[config.mk]
export PLATFORM = sky130hd
export DESIGN_NAME = dsf_queue
export DESIGN_NICKNAME = d
export VERILOG_FILES = /design/src/hw/rtl/assert_macros.svh /design/src/hw/rtl/dsf_pkg.sv /design/src/hw/rtl/dsf_queue.sv
export SDC_FILE = /design/constraint.sdc
export NUM_CORES = 1
export LEC_CHECK = 0
export BUFFER_PORTS_ARGS = -buffer_cell sky130_fd_sc_hd__buf_2
export CAP_MARGIN = 20
export CORE_MARGIN = 4
export CORE_UTILIZATION = 40
export CTS_CLUSTER_DIAMETER = 100
export DETAILED_ROUTE_END_ITERATION = 16
export PLACE_DENSITY = 0.71
export SLEW_MARGIN = 15
export SYNTH_ARGS = -nofsm -noshare
export SYNTH_HDL_FRONTEND = slang
export SYNTH_SLANG_ARGS = --single-unit
export TNS_END_PERCENT = 30
[constraint.sdc]
create_clock -name i_clk -period 5.5 [get_ports i_clk]
set_input_delay 1.1 -clock i_clk [delete_from_list [all_inputs] [get_ports i_clk]]
set_output_delay 1.1 -clock i_clk [all_outputs]
set_load 0.05 [all_outputs]
[src/hw/rtl/assert_macros.svh]
// Assertion macros for the RTL of the depth sorter.
`ifndef ASSERT_MACROS_SVH
`define ASSERT_MACROS_SVH

// Clocked property, disabled while reset is asserted.
`define DSF_ASSERT(lbl, clk, rst_n, prop, msg) \
    lbl: assert property (@(posedge clk) disable iff (!rst_n) (prop)) else $error(msg);

// Clocked property that must never be true outside reset.
`define DSF_NEVER(lbl, clk, rst_n, prop, msg) \
    lbl: assert property (@(posedge clk) disable iff (!rst_n) !(prop)) else $error(msg);

`endif

[src/hw/rtl/dsf_pkg.sv]
// Types and constants of the far-to-near depth sorter.
package dsf_pkg;

    localparam int KEY_W = 32;
    localparam int IDX_W = 6;
    localparam int Q_DEPTH = 2;
    localparam int Q_PW = 1;
    localparam logic [1:0] Q_FULL_CNT = 2'd2;

    typedef struct packed {
        logic signed [KEY_W-1:0] depth_key;
        logic                    last_item;
    } t_in_item;

    typedef struct packed {
        logic [IDX_W-1:0]        item_index;
        logic signed [KEY_W-1:0] sorted_key;
        logic                    last_out;
        logic                    overflowed;
    } t_out_item;

    // Queue entry from the front end to the sorter.
    typedef struct packed {
        logic signed [KEY_W-1:0] key;
        logic [IDX_W-1:0]        idx;
        logic                    last;
        logic                    store;
        logic                    ovf;
    } t_qent;

    typedef struct packed {
        logic empty;
        logic full;
    } t_q_stat;

    // One slot of the insertion chain.
    typedef struct packed {
        logic signed [KEY_W-1:0] key;
        logic [IDX_W-1:0]        idx;
    } t_cell;

endpackage

[src/hw/rtl/dsf_queue.sv]
// Two-entry queue between the front end and the sorter.
module dsf_queue
    import dsf_pkg::*;
(
    input  logic    i_clk,
    input  logic    i_rst_n,
    input  logic    i_push,
    input  t_qent   i_push_ent,
    input  logic    i_pop,
    output t_qent   o_head,
    output t_q_stat o_stat
);

    t_qent            r_mem [Q_DEPTH];
    logic [Q_PW-1:0]  r_wp;
    logic [Q_PW-1:0]  r_rp;
    logic [1:0]       r_cnt;
    logic             do_push;
    logic             do_pop;

    assign o_stat.empty = (r_cnt == 2'd0);
    assign o_stat.full  = (r_cnt == Q_FULL_CNT);
    assign do_push      = i_push & ~o_stat.full;
    assign do_pop       = i_pop & ~o_stat.empty;
    assign o_head       = r_mem[r_rp];

    always_ff @(posedge i_clk) begin
        if (do_push) begin
            r_mem[r_wp] <= i_push_ent;
        end
    end

    always_ff @(posedge i_clk) begin
        if (!i_rst_n) begin
            r_wp  <= '0;
            r_rp  <= '0;
            r_cnt <= '0;
        end else begin
            if (do_push) begin
                r_wp <= r_wp + 1'b1;
            end
            if (do_pop) begin
                r_rp <= r_rp + 1'b1;
            end
            case ({do_push, do_pop})
                2'b10:   r_cnt <= r_cnt + 2'd1;
                2'b01:   r_cnt <= r_cnt - 2'd1;
                default: r_cnt <= r_cnt;
            endcase
        end
    end

endmodule

# Yosys cells after proc, flatten, opt, wreduce, memory -nomap -nowiden
# Memories as Yosys holds them, arrays and structs flattened. A register that Yosys moved wholly into a read port is not among the register bits.
# Index checks and enable logic that the tools add are counted.
# classes
n_addsub	4
eq_ne	3
mux	5
bitwise	4
n_reduce_logical	2
# ops
operator	n
== test 2 bit (second input constant)	2
two-way mux 1 bit	4
case mux 2 bit (2 select lines)	1
adder 1 bit (second input constant)	2
adder 2 x 1 -> 2 bit (second input constant)	1
bitwise AND 1 bit	2
== test 2 x 1 -> 1 bit (second input constant)	1
logical NOT 2 bit	1
inverter 1 bit	2
nonzero test 2 bit	1
subtractor 2 x 1 -> 2 bit (second input constant)	1
# totals
regBits	4
ram_bits	82
in_bits	45
word_cells	22
memories	1
# memory_table
memory	words	word_bits	read_ports	rd_clocked_by_memory_dff	wr	line	rtl
r_mem	2	41	1	1	1	dsf_queue.sv:14	t_qent r_mem [Q_DEPTH];

# Depth between registers and ports, before layout
# logic_depth
word_depth	5
mapped_depth	6

# Worst setup path after synthesis
# Ideal clock, no wire load.
# synth_path
path_kind	input -> register
start	input port i_push
end	memory r_mem[0][0] (netlist bit), enable pin
arrival_time_ns	2.302
t_required_ns	5.105
path_slack_ns	2.802
stages	3
path_cell_list	inv_1 or3_1 inv_1
# synth_via
elab_chain_len	3
# synth_rtl
item	line	rtl
start, declared	dsf_queue.sv:7	input logic i_push,
bitwise AND 1 bit	dsf_queue.sv:23	assign do_push = i_push & ~o_stat.full;
two-way mux 1 bit	dsf_queue.sv:28	if (do_push) begin
two-way mux 1 bit (implied by the code)	dsf_queue.sv:29	r_mem[r_wp] <= i_push_ent;
end, declared	dsf_queue.sv:14	
# No other way between the ends.

==> qor.txt <==
Max Cap Violations: 0
Dominant cell type by area after synthesis: edfxtp_1
Worst Tran Pin Value: 0.992 ns
Resize count post-CTS: 0
Setup_tns: 0 ns
DP HPWL: 3.34 mm
Antenna violations before repair: 0
Die height: 97.2 µm
CTS tree: yes
Hold Buf Count CTS: 0
CTS buffer count: 9
Critical Path AT: 1.97 ns
Final nets: 293
Final Slew Violations: 0
Fin crit share: 55.8%
Hold Crit Class: flip-flop to flip-flop
Drt first pass iters: 4
DRT antenna net count: 0
Total GRT Usage: 11.4%
Critical Path RT: 4.40 ns
Die area: 9450 µm²
Filler cell count: 686
Antenna diodes: 0
Mapped Cells: 154
CP Buf/Inv Count: 1
Worst-path clk slew: 0.08 ns
Multi-input logic area: 588 µm²
Crit-path slowest cell: dfxtp_2
Site row count: 32
Power share of the clock group: 18.0%
Largest net degree at the start of global routing: 42
Final setup fails: 0
NetSw: 830 µW
CP Class: flip-flop to output pin
Final GP Congestion: 0.643
Gate power share: 37.7%
Yosys warns: 0
Vias in the first global route: 1746
Overflow left after global routing: 0
Initial Utilization: 41.2%
WHS: 0.491 ns
Share of Yosys cell area claimed by the top area cell type: 77.3%
Area grow syn2layout: 22.2%
Top_reg_cell synth: edfxtp_1
Drt total wl: 5.30 mm
Total number of vias: 1624
Post-synthesis cell type count: 19
Worst-skew pair later-pin latency: 0.34 ns
RSZ-0062 raised after global routing: false
Worst VDD drop: 0.266 mV
Slew HR: 33.9%
CP Launch Type: flip-flop
Routed len/inst: 15.0 µm
Leak pwr: 1.44 nW
Layout cells sized above 1: 58.3%
Switching share of power: 40.4%
Tmin final: 3.07 ns
Worst Skew: 0.00670 ns
IO Count: 88
Initial drt markers: 48
Int Pwr: 1.22 mW
Async SR Flop Fraction: 0%
PD cells: 528 nW/µm²
Power Total: 2.05 mW
Die Wd: 97.2 µm
Fin. Hold Viols: 0
Register bit total from synthesis: 87
Avg Cell Area, Syn: 20.7 µm²
CP Capture Type: output pin
Register area share after synthesis: 80.5%
Max Fanout on Critical Path: 41
Register Area: 2560 µm²
Status: completed
Core box area: 7730 µm²
Vias per inst: 4.59
Mapped Area: 3180 µm²
Fmax achieved: 326 MHz
Crit-path leading delay family: flip-flops
Setup Buffers After CTS: 0
Root Driver: clkbuf_8
Clock Tree Buf Depth: 2
Port Buf Inserts: 87
First-pass GRT wire length: 8.39 mm
Critical-path cell list: mux2_2 -> buf_2
Syn Nets: 200
# DRC: 0
Share of power burned in registers: 44.3%
H-Tree Depth: 3
Top cells by area, synth: edfxtp_1 77%, mux2_2 14%, dfxtp_1 3.1%
CTS Sinks: 87
EDFF count, synth: 82
Slowest stage delay, CP: 0.99 ns
==> worst paths after layout <==
path                            end  slack [ns]  depth (start not counted)                  start
max reg2reg  r_mem[0][10]$_DFFE_PP_        3.43                          4  r_cnt[0]$_SDFFE_PN0P_
min reg2reg       r_wp$_SDFFE_PN0P_        0.49                          2      r_wp$_SDFFE_PN0P_
min               r_wp$_SDFFE_PN0P_        0.49                          2      r_wp$_SDFFE_PN0P_
max                      o_head[15]        2.43                          2              flip-flop
==> cell usage in the layout, fill, tap and decap left out <==
cell type / n
clkinvlp_4: 3
clkinv_1: 2
buf_2: 87
clkbuf_8: 9
xnor2_1: 3
and3_2: 1
mux2_2: 41
o21ai_0: 2
dfxtp_2: 1
ha_1: 1
nor2_1: 1
inv_2: 2
clkinv_2: 2
a21boi_1: 2
dfxtp_1: 4
inv_1: 1
nand2_1: 1
o21a_1: 1
nand2b_2: 1
or3_1: 2
edfxtp_1: 82
nor2b_1: 2
and2_1: 1
==> power by group through the flow <==
stage | clock [mW] | sequential, mW | combinational [mW]
2_1_floorplan | 0 | 0.874 | 0.668
3_3_place_gp | 0 | 0.926 | 0.778
3_5_place_dp | 0 | 0.930 | 0.782
4_1_cts | 0.389 | 0.916 | 0.785
5_1_grt | 0.421 | 0.926 | 0.809
6_report | 0.370 | 0.910 | 0.773
==> registers in the layout, indices dropped and copies added (netlist names), named ones only <==
name and cells:
r_mem 82, r_wp 1, r_rp 1, r_cnt 2
==> kinds of logic after synthesis <==
family                     synth area share (%)
DFF                                        80.5
muxes                                      14.5
and+or+nand+nor                            1.69
buffers and inverters                      1.10
AOI/OAI and AO/OA                          1.02
xor gates and xnor gates                  0.825
adders and majority gates                 0.393
==> cell type report <==
type / instances / share of cell area (%)
tap: 102 / 3.28
sequential: 87 / 65.9
multi-input combinational: 59 / 15.1
inverter: 3 / 0.289
timing repair buffer: 87 / 11.2
clock inverter: 7 / 1.03
clock buffer: 9 / 3.18
==> per-stage QoR <==
step / util [%] / area (µm²) / setup slack, ns / instances
2_1_floorplan: - / 3180 / 2.80 / 154
3_3_place_gp: 48.2 / 3730 / 2.71 / 338
3_5_place_dp: 48.2 / 3730 / 2.73 / 338
4_1_cts: 50.3 / 3890 / 2.34 / 354
5_1_grt: 50.3 / 3890 / 2.29 / 354
6_report: 50.3 / 3890 / 2.43 / 354
==> worst reg2reg max path: stages (launching register included) <==
cell and delay, ns:
dfxtp_1 0.43, nand2b_2 0.19, inv_2 0.04, or3_1 0.33, inv_2 0.69
==> cell usage after synthesis, types with 2 or more instances <==
library cell and count:
buf_2 4, nor2b_1 2, mux2_2 41, dfxtp_1 5, inv_1 2, xnor2_1 3, a21boi_1 2, edfxtp_1 82
or3_1 2, o21ai_0 2
==> metal layers <==
layer / track usage [%] / vias up / wire, µm
li1: - / 780 / -
met1: 12.6 / 789 / 2120
met2: 19.9 / 50 / 2750
met3: 3.80 / 5 / 372
met4: 5.43 / 0 / 56
met5: 0 / - / 0
No activity file was read; power rests on OpenSTA's default activity.
