## src/hw/rtl/assert_macros.svh

```systemverilog
// Assertion macros for the RTL of the depth sorter.
`ifndef ASSERT_MACROS_SVH
`define ASSERT_MACROS_SVH

// Clocked property, disabled while reset is asserted.
`define DSF_ASSERT(lbl, clk, rst_n, prop, msg) \
    lbl: assert property (@(posedge clk) disable iff (!rst_n) (prop)) else $error(msg);

// Clocked property that must never be true outside reset.
`define DSF_NEVER(lbl, clk, rst_n, prop, msg) \
    lbl: assert property (@(posedge clk) disable iff (!rst_n) !(prop)) else $error(msg);

`endif

```

## src/hw/rtl/dsf_pkg.sv

```systemverilog
// Types and constants of the far-to-near depth sorter.
package dsf_pkg;

    localparam int KEY_W = 32;
    localparam int IDX_W = 6;
    localparam int Q_DEPTH = 2;
    localparam int Q_PW = 1;
    localparam logic [1:0] Q_FULL_CNT = 2'd2;

    typedef struct packed {
        logic signed [KEY_W-1:0] depth_key;
        logic                    last_item;
    } t_in_item;

    typedef struct packed {
        logic [IDX_W-1:0]        item_index;
        logic signed [KEY_W-1:0] sorted_key;
        logic                    last_out;
        logic                    overflowed;
    } t_out_item;

    // Queue entry from the front end to the sorter.
    typedef struct packed {
        logic signed [KEY_W-1:0] key;
        logic [IDX_W-1:0]        idx;
        logic                    last;
        logic                    store;
        logic                    ovf;
    } t_qent;

    typedef struct packed {
        logic empty;
        logic full;
    } t_q_stat;

    // One slot of the insertion chain.
    typedef struct packed {
        logic signed [KEY_W-1:0] key;
        logic [IDX_W-1:0]        idx;
    } t_cell;

endpackage

```

## src/hw/rtl/dsf_front.sv

```systemverilog
// Front end: accepts words, numbers them and tracks capacity and overflow.
module dsf_front
    import dsf_pkg::*;
#(
    parameter int MAX_ITEMS = 64
) (
    input  logic     i_clk,
    input  logic     i_rst_n,
    input  logic     start,
    output logic     busy,
    input  t_in_item i_item,
    input  t_q_stat  i_q_stat,
    input  logic     i_run_done,
    output logic     o_push,
    output t_qent    o_push_ent
);

    localparam int CW = $clog2(MAX_ITEMS + 1);

    logic [CW-1:0] r_count, n_count;
    logic          r_ovf, n_ovf;
    logic          r_pending, n_pending;
    logic          at_cap;
    logic          accept;

    assign busy   = r_pending | i_q_stat.full;
    assign accept = start & ~busy;
    assign at_cap = (r_count == CW'(MAX_ITEMS));

    always_comb begin
        o_push_ent.key   = i_item.depth_key;
        o_push_ent.idx   = IDX_W'(r_count);
        o_push_ent.last  = i_item.last_item;
        o_push_ent.store = ~at_cap;
        o_push_ent.ovf   = r_ovf | at_cap;
    end
    assign o_push = accept;

    always_comb begin
        n_count   = r_count;
        n_ovf     = r_ovf;
        n_pending = r_pending;
        if (i_run_done) begin
            n_pending = 1'b0;
        end
        if (accept) begin
            if (i_item.last_item) begin
                // set closes: restart numbering, hold off until drained
                n_count   = '0;
                n_ovf     = 1'b0;
                n_pending = 1'b1;
            end else if (at_cap) begin
                n_ovf = 1'b1;
            end else begin
                n_count = r_count + 1'b1;
            end
        end
    end

    always_ff @(posedge i_clk) begin
        if (!i_rst_n) begin
            r_count   <= '0;
            r_ovf     <= 1'b0;
            r_pending <= 1'b0;
        end else begin
            r_count   <= n_count;
            r_ovf     <= n_ovf;
            r_pending <= n_pending;
        end
    end

endmodule

```

## config.mk

```make
export PLATFORM = sky130hd
export DESIGN_NAME = dsf_front
export DESIGN_NICKNAME = d
export VERILOG_FILES = /design/src/hw/rtl/assert_macros.svh /design/src/hw/rtl/dsf_pkg.sv /design/src/hw/rtl/dsf_front.sv
export SDC_FILE = /design/constraint.sdc
export NUM_CORES = 1
export LEC_CHECK = 0
export BUFFER_PORTS_ARGS = -buffer_cell sky130_fd_sc_hd__clkbuf_2
export CAP_MARGIN = 30
export CORE_MARGIN = 2
export CORE_UTILIZATION = 35
export CTS_CLUSTER_SIZE = 8
export DETAILED_ROUTE_END_ITERATION = 7
export MAX_ROUTING_LAYER = met4
export PLACE_DENSITY = 0.79
export SYNTH_ARGS = -nofsm -noshare
export SYNTH_HDL_FRONTEND = slang
export SYNTH_SLANG_ARGS = --single-unit
```

## constraint.sdc

```tcl
create_clock -name i_clk -period 2 [get_ports i_clk]
set_input_delay 0.3 -clock i_clk [delete_from_list [all_inputs] [get_ports i_clk]]
set_output_delay 0.3 -clock i_clk [all_outputs]
set_load 0.02 [all_outputs]
```

## After elaboration in Yosys (flattened, before gate mapping)

Index checks and enable logic that the tools add are counted.

| word-level totals | value |
|---|---|
| flip-flop bits (word level) | 9 |
| bits of input ports | 39 |
| output and inout bits | 43 |
| word-level logic and storage cells | 21 |

| cells by class | value |
|---|---|
| add/sub/neg operators | 1 |
| equality and inequality tests | 2 |
| multiplexer cells | 7 |
| bitwise logic cells | 5 |
| reductions and logical operators | 3 |

Operators with widths:

| cell | count |
|---|---|
| $mux 7 | 2 |
| $add 7x1->7 const B | 1 |
| $eq 7x7->1 const B | 1 |
| $mux 1 | 5 |
| $reduce_and 2->1 | 2 |
| $ne 2x2->1 const B | 1 |
| $not 1->1 | 2 |
| $or 1x1->1 | 2 |
| $reduce_bool 2->1 | 1 |
| $and 1x1->1 | 1 |

## Depth between registers and ports, before layout

Gate-level depths: netlist of run 1.

| logic depth | value |
|---|---|
| depth after elaboration | 4 |
| depth in mapped cells | 5 |
| gate-level depth less buffers | 5 |

## Least setup slack after synthesis of run 1

Ideal clock, no wire load.

| timing path | value |
|---|---|
| path type | reg-to-output |
| start | reg r_count[3] |
| end | out o_push_ent[0] (netlist name) |
| arrival time | 1.475 ns |
| required time | 1.700 ns |
| path slack | 0.225 ns |
| stages on the path, launching flop included | 4 |
| buffers on the path | 0 |
| cells stage by stage | dfxtp_1 or4b_1 or2_2 nand2b_1 |

RTL lines:

| item | RTL line | source |
|---|---|---|
| from (decl) | dsf_front.sv:20 | `logic [CW-1:0] r_count, n_count;` |
| from (signal assigned) | dsf_front.sv:66 | `r_count <= n_count;` |
| to (decl) | dsf_front.sv:15 | `output t_qent o_push_ent` |

==> results of run 1 <==
==> tightest hold or removal path, cell delays in order <==
cell	delay, ns
clkbuf_2	0.07
nand2b_1	0.09
a21oi_1	0.06
==> layer usage <==
| metal | global-route usage | part of all wire | up-vias |
|---|---|---|---|
| met3 | 0.0690 | 0.13 | 12 |
| met1 | 0.119 | 0.36 | 249 |
| met2 | 0.160 | 0.47 | 24 |
| met5 | - | 0 | - |
| li1 | - | - | 271 |
| met4 | 0.0855 | 0.047 | 0 |
==> stage by stage <==
stage          power (µW)  setup WS [ns]
6_report              372         0.0389
5_1_grt               393       0.000626
4_1_cts               378         0.0338
3_5_place_dp          232          0.210
3_3_place_gp          231          0.221
2_1_floorplan         312          0.225
==> area by class of cell <==
cell class | count | share of cell area
tap | 28 | 0.0507
multi-input combinational | 49 | 0.476
clock buffer | 4 | 0.0380
timing repair buffer | 18 | 0.147
sequential | 9 | 0.266
inverter | 4 | 0.0217
==> power groups by stage <==
stage	combinational, µW	clock (µW)	sequential, µW
global placement	43.3	0	188
detailed placement	43.8	0	188
floorplan	125	0	187
global route	48.8	161	183
finish	43.6	146	182
CTS	44.0	151	184
==> cells in the mapped netlist (all sizes together) <==
master / instances / area (µm²)
o21ai: 3 / 15.0
o21a: 1 / 7.51
buf: 40 / 297
or2: 2 / 12.5
a31oi: 3 / 18.8
nand2: 10 / 37.5
and2b: 2 / 17.5
nand2b: 3 / 18.8
nand3b: 1 / 7.51
o211a: 1 / 10.0
nor2: 2 / 7.51
or3b: 1 / 8.76
o31a: 1 / 10.0
clkbuf: 1 / 3.75
inv: 4 / 15.0
nor3: 1 / 5.00
o21bai: 1 / 7.51
or4b: 2 / 23.8
dfxtp: 9 / 180
or3: 2 / 13.8
nand3: 2 / 10.0
o22ai: 3 / 18.8
or4: 2 / 15.0
and3: 1 / 6.26
a21oi: 2 / 10.0
o32ai: 1 / 8.76
ha: 2 / 25.0
==> sequential cells by signal, summed over array words and instances (netlist names) <==
name	flops
r_pending	1
r_count	7
r_ovf	1
==> cells in the final DEF (no fill, tap or decap), types with 2 or more instances in the layout <==
cell type	count
clkbuf_4	3
clkbuf_2	15
a21oi_1	2
nand2b_1	2
ha_1	2
o22ai_1	3
nor2_1	2
buf_4	2
or4b_4	2
and2b_2	2
a31oi_1	3
or4_1	2
dfxtp_1	8
o21ai_0	3
nand2_1	10
nand3_1	2
inv_1	4
==> worst paths after layout <==
check,startpoint,endpoint,cells after the start
hold reg to reg,r_pending,r_pending,2
setup reg to reg,r_count[4],r_count[1],3
setup / recovery,r_count[4],o_push_ent[0],4
hold / removal,i_run_done,r_pending,3
==> logic make-up (layout without fill, tap and decap cells) <==
| kind of cell | Yosys count | after routing |
|---|---|---|
| buffers and inverters | 45 | 26 |
| and+or+nand+nor | 31 | 31 |
| DFF | 9 | 9 |
| adders and majority gates | 2 | 2 |
| AOI/OAI and AO/OA | 16 | 16 |
==> repair_timing <==
| action | 4_1_cts | 5_1_grt |
|---|---|---|
| pin swaps | 0 | 1 |
| resized for setup | 4 | 4 |
| hold buffers | 0 | 0 |
| setup endpoints to repair | 2 | 1 |
==> impl_results.md, run 1 <==
- DRC: 0
- Power Density: 538 nW/µm²
- Synth-to-Final Area Change: -14.8%
- Flop2flop setup slack: 0.40 ns
- Seq cells post-synth: 9
- Port Buf Inserts: 16
- Number of global-route vias before repair: 503
- Final non-filler cell total: 112
- Outcome: completed
- Dominant combinational cell family by area after synthesis: buffers and inverters
- Grt ovf: 0
- Core Util, Final: 0.315
- Starting density of the core: 0.370
- Sw Ratio: 0.260
- Post-synthesis simple-gate area fraction: 0.227
- Placed Cells: 108
- F_max: 510 MHz
- Total Wirelength: 1.48 mm
- Final Setup Violations: 0
- Max-slew headroom at the worst pin: 0.793
- Initial antenna violation count: 0
- Routed via count: 556
- RePlAce Congestion: 0.811
- Root Driver: clkbuf_4
- Full die area: 2720 µm²
- Detailed Place HPWL: 1.13 mm
- CTS tree: built
- Seq/Total Area, Yosys: 0.222
- Fin crit share: 0.981
- # diodes: 0
- Setup TNS: 0 ns
- Slowest CP cell: or4b_4
- Die Height: 52.1 µm
- # clock sinks: 9
- Rows: 17
- Routed wire per std cell: approximately 13 µm
- CP top delay family: simple AND/OR/NAND/NOR gates
- Post-CTS Repair Setup Buffers: 0
- Worst-path clk slew: 0.07 ns
- Crit path buf inv count: 1
- Adder-cell share of the synthesized area: 0.0309
- Slew @ Worst Pin: 0.311 ns
- RSZ-0062 raised after global routing: no
- Comb pwr share: 0.117
- First-pass GRT wire length: 2.21 mm
- VDD IR max: ~0.31 mV
- Net Switching: 96.8 µW
- Mapped cell area: about 810 µm²
- Maxcap violations: 0
- Sequential share of power: 0.491
- Arrival time worst endpoint: 1.66 ns
- Synth Area in Compound Gates: 0.131
- XOR/XNOR Fraction of Synth Area: 0
- Max-slew violation count: 0
- Worst Setup End Kind: primary output
- Maximum fanout along the worst path: 6
- Post-synthesis mux area share: 0
- Syn nets: between 100 and 150
- CP startpoint kind: flip-flop
- Ys Warns: 0
- Pleak: roughly 0.0003 µW
- Area of the multi-input gates: 329 µm²
- Die width: around 52 µm
- Post-route minimum period: 1.96 ns
- Pint: 275 µW
- Worst EP required: 1.70 ns
- Starting DRC count in detailed routing: 13
- Core Box Area: 2190 µm²
- Htree depth: 1
- Final Hold Vio Count: 0
- Worst Skew: 0.00734 ns
- GRT Resource Usage Total: 0.115
- Yosys cell types: 30
- Nets: 126
- FF+latch area: 184 µm²
- Hold WC Path Type: primary input to flip-flop
- Clk buf depth: 2
- Area after DPL: roughly 640 µm²
- Clk pwr share: 0.392
- DR vias/cell: between 4 and 5
- Worst skew pair latency: 0.27 ns
- Layout cells sized above 1: 0.381
- Largest net degree at the start of global routing: 9
- Routed Antenna Nets: 0
- Io pins: 82
- Total CTS buffers: 3
- # fillers: between 200 and 250
- Critical-path cell list: or4b_4, or2_4, nand2b_4, buf_6
- Mean Syn Cell Area: around 8 µm²
- Finished Cell Area: 691 µm²
- Worst hold slack: 0.298 ns
- Worst setup path category: flip-flop to primary output
- CP peak stage delay: 0.57 ns
- Synth Instances: 103
- Detailed Routing Iterations Pass 1: 4
(Power assumes the default switching activity.)
==> run 2: changes to the inputs <==
==> constraint.sdc (replaced) <==
create_clock -name i_clk -period 2 [get_ports i_clk]
set_input_delay 0.2 -clock i_clk [delete_from_list [all_inputs] [get_ports i_clk]]
set_output_delay 0.2 -clock i_clk [all_outputs]
set_load 0.02 [all_outputs]
==> impl_results.md, run 2 (synthesis results as in run 1) <==
- Outcome: completed
- Worst-path clk slew: 0.06 ns
- Full die area: about 2700 µm²
- Worst EP required: between 1.5 and 2 ns
- Metal-1 WL: 556 µm
- Rows: 17
- VDD IR max: 0.303 mV
- Final Setup Violations: 0
- DRC: 0
- Io pins: around 80
- DR vias/cell: 5.02
- Leading cell type in the layout, fill and taps excluded: clkbuf_2
- Sw Ratio: 0.261
- Die Height: 52.1 µm
- Max-slew headroom at the worst pin: 0.796
- Die width: 52.1 µm
- Largest net degree at the start of global routing: 10
- Starting DRC count in detailed routing: 14
- Comb pwr share: 0.115
- RSZ-0062 raised after global routing: no
- Maximum fanout along the worst path: 6
- Pint: 275 µW
- Finished Cell Area: around 660 µm²
- Top sig layer: met4
- Post-route minimum period: 1.94 ns
- HP Start: i_run_done
- FF+latch area: 181 µm²
- Slew @ Worst Pin: around 0.31 ns
- Worst Skew: 0.00176 ns
- # clock sinks: 9
- Detailed Place HPWL: approximately 1.1 mm
- Maxcap violations: 0
- Clk buf depth: 2
- First-pass GRT wire length: 2.19 mm
- Largest register by flop count: r_count
- Core Box Area: 2190 µm²
- Max reg flops: 7
- CTS tree: built
- Worst Setup SP: r_count[4]
- Root Driver: clkbuf_4
- Grt ovf: 0
- Sequential share of power: 0.493
- # fillers: 241
- Area of the multi-input gates: 319 µm²
- Setup TNS: 0 ns
- Area after DPL: ~630 µm²
- Nets: 124
- Routed via count: 552
- Port Buf Inserts: 16
- CP startpoint kind: flip-flop
- Worst Setup End Kind: primary output
- Layout cells sized above 1: 0.354
- Detailed Routing Iterations Pass 1: 4
- Reg2reg start: r_pending
- Routed wire per std cell: 13.3 µm
- Number of global-route vias before repair: 499
- # diodes: 0
- Largest registers: r_count x7, r_ovf x1, r_pending x1
- Final Hold Vio Count: 0
- Synth-to-Final Area Change: -19.0%
- Met2 wire length: 654 µm
- Max-slew violation count: 0
- Net Switching: 97.0 µW
- Total CTS buffers: 3
- Hold-fix buffers, CTS: 0
- RePlAce Congestion: 0.805
- Starting density of the core: 0.370
- F_max: 516 MHz
- Htree depth: 1
- Hold WC Path Type: primary input to flip-flop
- Fin crit share: 0.969
- Initial antenna violation count: 0
- Clk pwr share: 0.392
- WL met3: 193 µm
- Total Wirelength: between 1 and 1.5 mm
- Power Density: 566 nW/µm²
- Pleak: 0.000286 µW
- Arrival time worst endpoint: 1.74 ns
- Most frequent cells in the layout: clkbuf_2 (16), nand2_1 (10), dfxtp_1 (8)
- GRT Resource Usage Total: 0.115
- Worst skew pair latency: 0.27 ns
- Routed Antenna Nets: 0
- Worst setup path category: flip-flop to primary output
[run 2: cell count changes in the layout (fill, tap and decap cells not counted)]
cell and delta:
buf_4 -2, buf_6 -1, clkbuf_2 +1, dfxtp_2 +1, dfxtp_4 -1, nand2b_1 +1
nand2b_4 -1, or2_2 +1, or2_4 -1
[run 2: stage by stage]
step	util	instances	power (µW)	setup slack, ns	hold slack, ns
floorplan	-	103	312	0.325	0.358
global placement	0.286	106	229	0.299	0.400
detailed placement	0.286	106	231	0.277	0.400
CTS	0.299	110	375	0.0318	0.199
global route	0.300	110	390	0.0112	0.197
finish	0.300	110	372	0.0619	0.199
[run 2: timing repair]
action / in CTS / in global routing
gates resized for setup: 1 / 1
setup endpoints to repair: 1 / 1
setup buffers: 0 / 0
[run 2: power groups by stage]
stage | clock network (µW) | logic (µW) | registers (µW)
floorplan | 0 | 125 | 187
global placement | 0 | 41.9 | 188
detailed placement | 0 | 42.7 | 188
CTS | 149 | 43.0 | 184
global route | 159 | 47.4 | 184
finish | 146 | 42.6 | 184
[run 2: critical path: stages (launching register included)]
cell and delay, ns:
dfxtp_1 0.36, or4b_4 0.55, or2_2 0.33, nand2b_1 0.07, clkbuf_2 0.16
[run 2: layer usage]
layer,GRT usage,vias to the layer above
met5,-,-
met4,0.0812,0
met3,0.0632,10
met2,0.165,25
met1,0.118,248
li1,-,269
[run 2: final cells by class]
class / instances / area share
inverters: 4 / 0.0229
well taps: 28 / 0.0533
multi-input cells: 49 / 0.486
repair buffers: 16 / 0.122
clock buffers: 4 / 0.0400
flip-flops and latches: 9 / 0.276
[run 2: worst paths after layout]
kind	endpoint	slack, ns	cells past startpoint
setup / recovery	o_push_ent[0]	0.06	4
hold / removal	r_pending	0.20	3
setup reg to reg	r_count[5]	0.41	3
hold reg to reg	r_ovf	0.50	1
==> run 3: changes to the inputs <==
RECOVER_POWER = 100   (was unset)
clock period = 1.9 ns   (was 2 ns; I/O delays follow)
==> impl_results.md, run 3 (synthesis results as in run 1) <==
- Worst EP required: 1.71 ns
- Post-route minimum period: 1.85 ns
- Total CTS buffers: 3
- Port Buf Inserts: 16
- Grt ovf: 0
- Most frequent cells in the layout: clkbuf_1 (11), nand2_1 (10), dfxtp_1 (7)
- Largest net degree at the start of global routing: 9
- Clk buf depth: 2
- Max reg flops: 7
- Power Density: roughly 590 nW/µm²
- Maximum fanout along the worst path: 6
- Slew @ Worst Pin: roughly 0.3 ns
- Layout cells sized above 1: 0.250
- Die Height: 52.1 µm
- Hold-fix buffers, CTS: 0
- Max-slew headroom at the worst pin: 0.798
- Pleak: 0.000265 µW
- Worst-path clk slew: 0.06 ns
- # fillers: between 200 and 250
- Largest registers: r_count x7, r_ovf x1, r_pending x1
- Die width: approximately 52 µm
- Fin crit share: 0.974
- Nets: 126
- F_max: 541 MHz
- Number of global-route vias before repair: 519
- Worst hold slack: 0.184 ns
- Worst Skew: 0.00338 ns
- Routed wire per std cell: 13.8 µm
- Synth-to-Final Area Change: -17.6%
- RePlAce Congestion: 0.787
- Leading cell type in the layout, fill and taps excluded: clkbuf_1
- # clock sinks: 9
- Routed Antenna Nets: 0
- Starting DRC count in detailed routing: 13
- Worst Setup End Kind: primary output
- Arrival time worst endpoint: 1.66 ns
- Full die area: around 2700 µm²
- Hold WC Path Type: primary input to flip-flop
- Outcome: completed
- Worst skew pair latency: 0.27 ns
- Maxcap violations: 0
- Initial antenna violation count: 0
- Starting density of the core: 0.370
- Finished Cell Area: 668 µm²
- Setup TNS: 0 ns
- Detailed Place HPWL: 1.13 mm
- First-pass GRT wire length: between 2 and 2.5 mm
- Rows: 17
- Io pins: 82
- Final Hold Vio Count: 0
- CTS tree: built
- Detailed Routing Iterations Pass 1: 4
- RSZ-0062 raised after global routing: no
- Largest register by flop count: r_count
- Root Driver: clkbuf_4
- DR vias/cell: 5.17
- Core Box Area: between 2000 and 2500 µm²
- Htree depth: 1
- Worst setup path category: flip-flop to primary output
- Area after DPL: 633 µm²
- GRT Resource Usage Total: 0.114
- CP startpoint kind: flip-flop
- # diodes: 0
- DRC: 0
- Core Util, Final: 0.305
- Routed via count: 579
- VDD IR max: 0.411 mV
- Total Wirelength: about 1.5 mm
- Final Setup Violations: 0
- Max-slew violation count: 0
## run 3: metrics by stage
stage / worst slack (ns) / power, µW / instances
final: 0.0500 / 393 / 112
after global routing: 0.0182 / 407 / 112
after CTS: 0.0272 / 398 / 111
after detailed placement: 0.211 / 244 / 107
after global placement: 0.217 / 243 / 107
after floorplan: 0.235 / 328 / 103
## run 3: path summary, 6_finish.rpt
path	from	end	slack, ns	cells past startpoint
worst max register to register	r_count[4]	r_count[1]	0.22	4
worst min-delay path	i_run_done	r_pending	0.18	3
worst min register to register	r_pending	r_pending	0.49	2
worst max-delay path	r_count[4]	o_push_ent[0]	0.05	4
## run 3: cell type report
cell class	instances	area, µm²	area share
Sequential cell	9	183	0.273
Multi-Input combinational cell	49	318	0.476
Inverter	4	15.0	0.0225
Clock buffer	4	26.3	0.0393
Tap cell	28	35.0	0.0524
Timing Repair Buffer	18	91.3	0.137
## run 3: critical path, cell delays in order (launching register included)
cell	delay (ns)
dfxtp_2	0.34
or4b_4	0.55
or2_4	0.27
nand2b_1	0.09
clkbuf_8	0.15
## run 3: power by group
part | total, µW | leakage (µW) | internal, µW | switching (µW)
combinational | 44.9 | 0.000177 | 16.9 | 28.1
clock | 155 | 0.0000150 | 81.3 | 74.0
sequential | 193 | 0.0000737 | 191 | 2.51
## run 3: timing repair
action                     4_1_cts  5_1_grt
setup endpoints to repair        2        1
pin swaps                        0        1
setup buffers                    0        1
resized for setup                5        1
cloned                           0        0
## run 3: routing by layer
metal | wire (µm) | GRT usage
met3 | 219 | 0.0603
met1 | 535 | 0.110
met2 | 717 | 0.175
met5 | 0 | -
met4 | 70 | 0.0769
